`config.mk`:
```
export PLATFORM = sky130hd
export DESIGN_NAME = full_linear_convolution_top
export DESIGN_NICKNAME = d
export VERILOG_FILES = /design/src/hw/rtl/flc_pkg.sv /design/src/hw/rtl/flc_ctrl.sv /design/src/hw/rtl/flc_datapath.sv /design/src/hw/rtl/full_linear_convolution_top.sv
export SDC_FILE = /design/constraint.sdc
export NUM_CORES = 2
export LEC_CHECK = 0
export ABC_CLOCK_PERIOD_IN_PS = 12300
export BUFFER_PORTS_ARGS = -buffer_cell sky130_fd_sc_hd__buf_4
export CAP_MARGIN = 10
export CORE_MARGIN = 2
export CORE_UTILIZATION = 37
export DETAILED_ROUTE_END_ITERATION = 7
export MAX_ROUTING_LAYER = met4
export PLACE_DENSITY = 0.58
export SLEW_MARGIN = 20
export SYNTH_ARGS = -nofsm -noshare
export SYNTH_HDL_FRONTEND = slang
export SYNTH_SLANG_ARGS = --single-unit
```
`constraint.sdc`:
```
create_clock -name clock -period 12.3 [get_ports clock]
set_clock_uncertainty 0.2 [all_clocks]
set_input_delay 0.615 -clock clock [delete_from_list [all_inputs] [get_ports clock]]
set_output_delay 0.615 -clock clock [all_outputs]
set_load 0.01 [all_outputs]
```
`src/hw/rtl/flc_pkg.sv`:
```
package flc_pkg;

   localparam int MAX_TAPS  = 16;
   localparam int TAP_CNT_W = $clog2(MAX_TAPS + 1);
   localparam int TAP_IDX_W = (MAX_TAPS > 1) ? $clog2(MAX_TAPS) : 1;
   localparam int SAMPLE_W  = 16;
   localparam int PROD_W    = 2 * SAMPLE_W;
   localparam int ACC_W     = 40;
   localparam int LEN_W     = 16;
   localparam int CNT_W     = LEN_W + 1;

   localparam logic OP_COEF   = 1'b0;
   localparam logic OP_SAMPLE = 1'b1;

   // controller to datapath
   typedef struct packed {
      logic load_coef;
      logic start_sample;
      logic shift_zero;
      logic mac_start;
      logic mac_run;
      logic emit;
      logic finish;
   } cmd_type;

   // datapath to controller
   typedef struct packed {
      logic mac_busy;
      logic suppress;
      logic flush_more;
      logic seq_last;
      logic out_free;
   } stat_type;

endpackage

```
`src/hw/rtl/flc_ctrl.sv`:
```
module flc_ctrl (
   input  logic             clock,
   input  logic             reset,
   input  logic             req_tvalid,
   output logic             req_tready,
   input  logic             req_tuser,
   output flc_pkg::cmd_type cmd,
   input  flc_pkg::stat_type stat
);
   import flc_pkg::*;

   typedef enum logic [4:0] {
      ST_IDLE  = 5'b00001,
      ST_CHECK = 5'b00010,
      ST_MAC   = 5'b00100,
      ST_EMIT  = 5'b01000,
      ST_NEXT  = 5'b10000
   } state_type;

   state_type state_ff, state_in;
   logic      accept;

   assign req_tready = (state_ff == ST_IDLE);
   assign accept     = req_tvalid && req_tready;

   always_comb begin
      state_in = state_ff;
      cmd      = '0;
      unique case (state_ff)
         ST_IDLE: begin
            if (accept) begin
               if (req_tuser == OP_COEF) begin
                  cmd.load_coef = 1'b1;
               end else begin
                  cmd.start_sample = 1'b1;
                  state_in         = ST_CHECK;
               end
            end
         end
         ST_CHECK: begin
            cmd.mac_start = 1'b1;
            state_in      = stat.suppress ? ST_NEXT : ST_MAC;
         end
         ST_MAC: begin
            cmd.mac_run = 1'b1;
            if (!stat.mac_busy) begin
               state_in = ST_EMIT;
            end
         end
         ST_EMIT: begin
            if (stat.out_free) begin
               cmd.emit = 1'b1;
               state_in = ST_NEXT;
            end
         end
         ST_NEXT: begin
            if (stat.flush_more) begin
               cmd.shift_zero = 1'b1;
               state_in       = ST_CHECK;
            end else begin
               cmd.finish = stat.seq_last;
               state_in   = ST_IDLE;
            end
         end
         default: begin
            state_in = ST_IDLE;
         end
      endcase
   end

   always_ff @(posedge clock) begin
      if (reset) begin
         state_ff <= ST_IDLE;
      end else begin
         state_ff <= state_in;
      end
   end

endmodule

```
`src/hw/rtl/flc_datapath.sv`:
```
module flc_datapath (
   input  logic                                clock,
   input  logic                                reset,
   input  logic signed [flc_pkg::SAMPLE_W-1:0] in_value,
   input  logic                                in_last,
   input  logic                                csr_valid,
   input  logic [flc_pkg::LEN_W-1:0]           csr_data,
   input  flc_pkg::cmd_type                    cmd,
   output flc_pkg::stat_type                   stat,
   output logic                                rsp_tvalid,
   input  logic                                rsp_tready,
   output logic [flc_pkg::ACC_W-1:0]           rsp_tdata,
   output logic                                rsp_tlast
);
   import flc_pkg::*;

   localparam logic [ACC_W-1:0] ACC_MAX = {1'b0, {(ACC_W-1){1'b1}}};
   localparam logic [ACC_W-1:0] ACC_MIN = {1'b1, {(ACC_W-1){1'b0}}};

   logic signed [SAMPLE_W-1:0] kern_ff [MAX_TAPS];
   logic signed [SAMPLE_W-1:0] kern_in [MAX_TAPS];
   logic signed [SAMPLE_W-1:0] hist_ff [MAX_TAPS];
   logic signed [SAMPLE_W-1:0] hist_in [MAX_TAPS];

   logic [TAP_CNT_W-1:0] tap_cnt_ff, tap_cnt_in, coef_base;
   logic                 closed_ff, closed_in;
   logic [TAP_CNT_W-1:0] flush_ff, flush_in;
   logic                 last_ff, last_in;
   logic [TAP_CNT_W-1:0] mac_idx_ff, mac_idx_in;
   logic signed [PROD_W-1:0] prod_ff, prod_in;
   logic                 prod_vld_ff, prod_vld_in;
   logic [ACC_W-1:0]     acc_ff, acc_in;
   logic [ACC_W:0]       acc_sum;
   logic [CNT_W-1:0]     emit_cnt_ff, emit_cnt_in;
   logic [LEN_W-1:0]     len_ff, len_in;
   logic                 rsp_valid_ff, rsp_valid_in;
   logic [ACC_W-1:0]     rsp_data_ff, rsp_data_in;
   logic                 rsp_last_ff, rsp_last_in;
   logic                 len_hit;
   logic                 mac_active;

   assign coef_base  = closed_ff ? '0 : tap_cnt_ff;
   assign mac_active = (mac_idx_ff < tap_cnt_ff);
   assign len_hit    = (len_ff != '0) && ({1'b0, len_ff} == emit_cnt_ff + CNT_W'(1));
   assign prod_in    = kern_ff[mac_idx_ff[TAP_IDX_W-1:0]] * hist_ff[mac_idx_ff[TAP_IDX_W-1:0]];
   assign acc_sum    = {acc_ff[ACC_W-1], acc_ff}
                     + {{(ACC_W+1-PROD_W){prod_ff[PROD_W-1]}}, prod_ff};

   always_comb begin
      kern_in    = kern_ff;
      tap_cnt_in = tap_cnt_ff;
      closed_in  = closed_ff;
      if (cmd.load_coef) begin
         closed_in  = in_last;
         tap_cnt_in = coef_base;
         if (coef_base < TAP_CNT_W'(MAX_TAPS)) begin
            kern_in[coef_base[TAP_IDX_W-1:0]] = in_value;
            tap_cnt_in = coef_base + TAP_CNT_W'(1);
         end
      end
   end

   // history shift line, cleared at the end of a signal
   always_comb begin
      hist_in = hist_ff;
      if (cmd.start_sample || cmd.shift_zero) begin
         for (int i = 1; i < MAX_TAPS; i++) begin
            hist_in[i] = hist_ff[i-1];
         end
         hist_in[0] = cmd.start_sample ? in_value : '0;
      end
      if (cmd.finish) begin
         for (int i = 0; i < MAX_TAPS; i++) begin
            hist_in[i] = '0;
         end
      end
   end

   always_comb begin
      flush_in = flush_ff;
      last_in  = last_ff;
      if (cmd.start_sample) begin
         last_in  = in_last;
         flush_in = (in_last && tap_cnt_ff > TAP_CNT_W'(1)) ? tap_cnt_ff - TAP_CNT_W'(1) : '0;
      end else if (cmd.shift_zero) begin
         flush_in = flush_ff - TAP_CNT_W'(1);
      end
   end

   // shared multiply-accumulate, product registered ahead of the add
   always_comb begin
      mac_idx_in  = mac_idx_ff;
      prod_vld_in = 1'b0;
      acc_in      = acc_ff;
      if (prod_vld_ff) begin
         if (acc_sum[ACC_W] != acc_sum[ACC_W-1]) begin
            acc_in = acc_sum[ACC_W] ? ACC_MIN : ACC_MAX;
         end else begin
            acc_in = acc_sum[ACC_W-1:0];
         end
      end
      if (cmd.mac_start) begin
         mac_idx_in = '0;
         acc_in     = '0;
      end else if (cmd.mac_run && mac_active) begin
         mac_idx_in  = mac_idx_ff + TAP_CNT_W'(1);
         prod_vld_in = 1'b1;
      end
   end

   always_comb begin
      emit_cnt_in  = emit_cnt_ff;
      rsp_valid_in = rsp_valid_ff;
      rsp_data_in  = rsp_data_ff;
      rsp_last_in  = rsp_last_ff;
      len_in       = csr_valid ? csr_data : len_ff;
      if (rsp_tready) begin
         rsp_valid_in = 1'b0;
      end
      if (cmd.emit) begin
         rsp_valid_in = 1'b1;
         rsp_data_in  = acc_ff;
         rsp_last_in  = (last_ff && flush_ff == '0) || len_hit;
         if (emit_cnt_ff != '1) begin
            emit_cnt_in = emit_cnt_ff + CNT_W'(1);
         end
      end
      if (cmd.finish) begin
         emit_cnt_in = '0;
      end
   end

   assign stat.mac_busy   = mac_active || prod_vld_ff;
   assign stat.suppress   = (len_ff != '0) && (emit_cnt_ff >= {1'b0, len_ff});
   assign stat.flush_more = (flush_ff != '0);
   assign stat.seq_last   = last_ff;
   assign stat.out_free   = !rsp_valid_ff || rsp_tready;

   assign rsp_tvalid = rsp_valid_ff;
   assign rsp_tdata  = rsp_data_ff;
   assign rsp_tlast  = rsp_last_ff;

   always_ff @(posedge clock) begin
      kern_ff     <= kern_in;
      prod_ff     <= prod_in;
      rsp_data_ff <= rsp_data_in;
      rsp_last_ff <= rsp_last_in;
      flush_ff    <= flush_in;
      last_ff     <= last_in;
      mac_idx_ff  <= mac_idx_in;
      acc_ff      <= acc_in;
   end

   always_ff @(posedge clock) begin
      if (reset) begin
         for (int i = 0; i < MAX_TAPS; i++) begin
            hist_ff[i] <= '0;
         end
         tap_cnt_ff   <= '0;
         closed_ff    <= 1'b0;
         prod_vld_ff  <= 1'b0;
         emit_cnt_ff  <= '0;
         len_ff       <= '0;
         rsp_valid_ff <= 1'b0;
      end else begin
         hist_ff      <= hist_in;
         tap_cnt_ff   <= tap_cnt_in;
         closed_ff    <= closed_in;
         prod_vld_ff  <= prod_vld_in;
         emit_cnt_ff  <= emit_cnt_in;
         len_ff       <= len_in;
         rsp_valid_ff <= rsp_valid_in;
      end
   end

endmodule

```
`src/hw/rtl/full_linear_convolution_top.sv`:
```
// full linear convolution of a sample stream with a loaded kernel of up to
// MAX_TAPS Q1.15 coefficients. a transaction with tuser 0 loads the next
// coefficient (tlast closes the kernel, the next coefficient then starts a
// new one); tuser 1 supplies a signed 16-bit sample. each sample gives one
// 40-bit saturated Q25.15 result, and a sample with tlast also flushes the
// tap_count-1 tail results and clears the history. csr_data sets the output
// length (0 means full length); results past it are dropped. the input stays
// ready after a coefficient. a sample is held off while its results are
// computed by the single shared multiply-accumulate unit, which walks the
// taps one per cycle; results may wait on rsp_tready. the user must write
// configuration only while the block is idle; the block does not enforce it.
module full_linear_convolution_top (
   input  logic                                clock,
   input  logic                                reset,
   // input channel
   input  logic                                req_tvalid,
   output logic                                req_tready,
   input  logic [flc_pkg::SAMPLE_W-1:0]        req_tdata,   // [15:0] value
   input  logic                                req_tuser,   // [0] operation
   input  logic                                req_tlast,   // is_last
   // result channel
   output logic                                rsp_tvalid,
   input  logic                                rsp_tready,
   output logic [flc_pkg::ACC_W-1:0]           rsp_tdata,   // [39:0] result
   output logic                                rsp_tlast,   // result_last
   // configuration write
   input  logic                                csr_valid,
   output logic                                csr_ready,
   input  logic [flc_pkg::LEN_W-1:0]           csr_data     // out_length
);
   import flc_pkg::*;

   cmd_type  cmd;
   stat_type stat;

   // length register accepts a write in any cycle
   assign csr_ready = 1'b1;

   // sequencer: accepts transactions and steps the datapath per result
   flc_ctrl u_ctrl (
      .clock      (clock),
      .reset      (reset),
      .req_tvalid (req_tvalid),
      .req_tready (req_tready),
      .req_tuser  (req_tuser),
      .cmd        (cmd),
      .stat       (stat)
   );

   // kernel, history, mac unit, counters and output register
   flc_datapath u_dp (
      .clock      (clock),
      .reset      (reset),
      .in_value   (signed'(req_tdata)),
      .in_last    (req_tlast),
      .csr_valid  (csr_valid),
      .csr_data   (csr_data),
      .cmd        (cmd),
      .stat       (stat),
      .rsp_tvalid (rsp_tvalid),
      .rsp_tready (rsp_tready),
      .rsp_tdata  (rsp_tdata),
      .rsp_tlast  (rsp_tlast)
   );

endmodule

```
==> out/qor.csv <==
stage,metric,value,unit
cells_and_area,stdcell_area,0.0440,mm2
critical_path,path_class,reg2reg,
cells_and_area,fin_nets,4232,
logic_synthesis,synthTopCellsByCount,"nand2_1, dfxtp_1, inv_1",
clock_tree,clockRootBuffer,clkbuf_16,
run,cap_violations,0,
logic_synthesis,synth_area_per_cell,10.5,um2
route,routedWlPerCell,17.7,um
logic_synthesis,synth_cell_types,84,
sta,rsz0062_at_grt,no,
logic_synthesis,syn_nets,4207,
logic_synthesis,synth_adder_area_share,18.3,%
logic_synthesis,synth_xor_area_share,2.36,%
critical_path,required,12.60,ns
critical_path,critPathLaunchType,register,
critical_path,critPathLaunch,u_dp.mac_idx_ff[0],
logic_synthesis,yosys.area.top_type,edfxtp_1,
die,fp.dieH,330,um
logic_synthesis,ys.flop_type,dfxtp_1,
sta,max_clock_freq,107,MHz
grt,grt_pass1_vias,26331,
sta,setup_viol,0,
route,vias_per_cell,5.08,
cells_and_area,fillers,10141,
critical_path,crit_top_cell,fa_1,
grt,grt_remaining_overflow,0,
die,io_pins,83,
route,num_vias,26568,
logic_synthesis,synth_most_common_cell,nand2_1,
logic_synthesis,synth_top_family_by_area,adder cells,
status,violations,design-rule violations,
sta,fin_crit_sh,76.1,%
critical_path,r2r_cells,25,
clock_tree,cts_tree,built,
cells_and_area,drive_gt1_share,11.5,%
die,rows,119,
placed_design,place_hpwl,62.2,mm
route,drt_iter0_drc,2173,
cells_and_area,antenna_cells,0,
sta,fin_crit,9.36,ns
die,die-area,0.109,mm2
sta,hold_viol,0,
critical_path,timing.rr.end,u_dp.prod_ff[30],
critical_path,cp-end-kind,register,
logic_synthesis,yosysSeqAreaShare,42.4,%
clock_tree,cts_max_level,3,
cells_and_area,area_growth,11.9,%
critical_path,reg2reg_from,u_dp.mac_idx_ff[0],
pwr,power_density,131,mW/mm2
critical_path,slowest_stage,dfxtp_4,
critical_path,critPathMaxFanout,45,
logic_synthesis,synth-compound-area-share,10.0,%
placed_design,placed_area,0.0414,mm2
cells_and_area,multiInputGateArea,0.0205,mm2
pwr,power.leakage,17.0,nW
grt,grt_max_degree,258,
logic_synthesis,synth_area_leaders,"edfxtp_1, dfxtp_1, fa_1, mux4_2, nand2_1",
grt,antenna_found_initial,0,
logic_synthesis,ys_warn_count,0,
logic_synthesis,synth_edf_count,303,
status,status,"finished, violations left",
logic_synthesis,synth_top_cell_area_share,23.1,%
hold_path,hp-start,csr_data[10],
logic_synthesis,synthCells,3753,
route,drt_drc_violations_left,10,
hold_path,min_path_type,in2reg,
die,start_util,37.3,%
sta,slew-limit-headroom,24.4,%
sta,tns,0,ns
grt,grt_usage,17.7,%
route,first_pass_iters,8,
logic_synthesis,synth-seq-cells,682,
critical_path,cpPeakStageDelay,0.94,ns
die,dieWidth,330,um
clock_tree,clk_pin_slew_worst_paths,0.06,ns
clock_tree,numCtsBuffers,74,
route,wirelength,92.5,mm
logic_synthesis,syn_area,0.0393,mm2
die,core-area,0.105,mm2
sta,drv_slew,0,
cells_and_area,regArea,0.0167,mm2
logic_synthesis,synth_mux_area_share,9.57,%
hold_path,hold_end,u_dp.len_ff[10],
grt,grt_pass1_wl,149,mm
critical_path,rrSetupSlack,2.94,ns
placed_design,numPortBuffers,81,
logic_synthesis,async_reset_ff_share,0,%
pwr,ir_drop,0.102,mV
route,drtAntennaViolNets,0,
placed_design,place_congestion,0.871,
hold_path,worstHoldPathCells,3,
sta,worst_pin_slew,1.13,ns
clock_tree,cts.path.max_buffers,3,
critical_path,worstPathArrival,9.65,ns
clock_tree,clk_latency,0.65,ns
logic_synthesis,synthSimpleGateAreaFrac,11.8,%
clock_tree,numClockSinks,682,
[worst max-delay path: cells and delay by family (launching register included)]
kind / cells / cell delay [ns]
compound gates: 6 / 1.67
xor+xnor: 1 / 0.16
fa+ha+maj: 7 / 3.32
buf+inv: 5 / 0.82
flops: 1 / 0.94
mux: 2 / 0.88
simple gates: 4 / 1.16
[placed cells by master, fill, tap and decap left out, types with 11 or more instances in the layout]
master and instances:
dlygate4sd3_1 15, a21oi_1 355, a21o_1 33, o21ai_1 24, o21ai_0 87, xor2_1 31, xnor2_1 75, and2_1 22
o221a_1 13, mux4_2 136, edfxtp_1 303, nor2b_1 11, mux2i_1 43, nand3_1 21, a22oi_1 17, inv_1 367
nor2_1 248, or3_1 19, mux2_2 24, and3_1 13, clkbuf_1 19, fa_1 263, o21a_1 22, ha_1 152
nor3_1 31, buf_4 122, nand4_1 14, o211ai_1 17, clkbuf_16 76, nand2_1 680, a211oi_1 15, dfxtp_1 374
nand2b_1 18
[metal layers]
layer | part of all wire, % | vias to the layer above | GRT usage [%]
met5 | 0 | - | -
met4 | 2.0 | 0 | 4.35
met3 | 4.0 | 118 | 2.10
met2 | 46 | 515 | 27.8
met1 | 48 | 13127 | 24.5
li1 | - | 12808 | -
[report_power, final]
part | total, mW | switching, mW | internal, mW
Clock | 2.23 | 0.941 | 1.29
Combinational | 1.08 | 0.662 | 0.418
Sequential | 2.46 | 0.0374 | 2.42
[flip-flops by register name (all words and copies together), names as in the netlist, 5 cells and up]
signal and count:
u_dp.acc_ff 40, u_dp.hist_ff 256, u_dp.rsp_tdata 40, u_dp.prod_ff 32, u_dp.len_ff 16, u_dp.emit_cnt_ff 17
u_dp.flush_ff 5, u_ctrl.state_ff 5, u_dp.tap_cnt_ff 5, u_dp.mac_idx_ff 5, u_dp.kern_ff 256
[how the worst max path moves through the flow]
stage | depth (start not counted) | endpoint | slack (ns)
2_1_floorplan | 29 | u_dp.prod_ff[30] | 4.12
3_3_place_gp | 25 | u_dp.prod_ff[30] | 2.82
3_5_place_dp | 25 | u_dp.prod_ff[30] | 2.67
4_1_cts | 25 | u_dp.prod_ff[30] | 2.64
5_1_grt | 25 | u_dp.prod_ff[30] | 2.31
6_report | 25 | u_dp.prod_ff[30] | 2.94
[layout make-up]
class / count / area share [%]
Clock buffer: 105 / 4.76
Clock inverter: 27 / 0.807
Tap cell: 1391 / 3.95
Inverter: 369 / 3.16
Timing Repair Buffer: 143 / 2.73
Sequential cell: 682 / 37.9
Multi-Input combinational cell: 2508 / 46.7
[kinds of logic (layout without fill, tap and decap cells)]
| group | Yosys count | after routing |
|---|---|---|
| adders and majority gates | 418 | 418 |
| and+or+nand+nor | 1119 | 1119 |
| other | 1 | 1 |
| AOI/OAI and AO/OA | 661 | 661 |
| xor gates and xnor gates | 106 | 106 |
| buffers and inverters | 563 | 644 |
| muxes | 203 | 203 |
| DFF | 682 | 682 |
[stage by stage]
stage,hold WS (ns),worst slack (ns),utilization (%),std cells,power [mW]
floorplan,0.229,4.12,-,3753,3.30
global placement,0.236,2.82,39.2,5076,3.57
detailed placement,0.244,2.67,39.2,5076,3.58
CTS,0.00540,2.64,41.7,5223,5.83
global route,0.0417,2.31,41.8,5225,6.06
finish,0.0455,2.94,41.8,5225,5.77
[timing repair]
item,in CTS,in global routing
setup endpoints to repair,0,0
endpoints found under the hold margin,15,0
hold buffers,15,0
setup buffers,0,0
resized for setup,0,0
(Power assumes the default switching activity.)
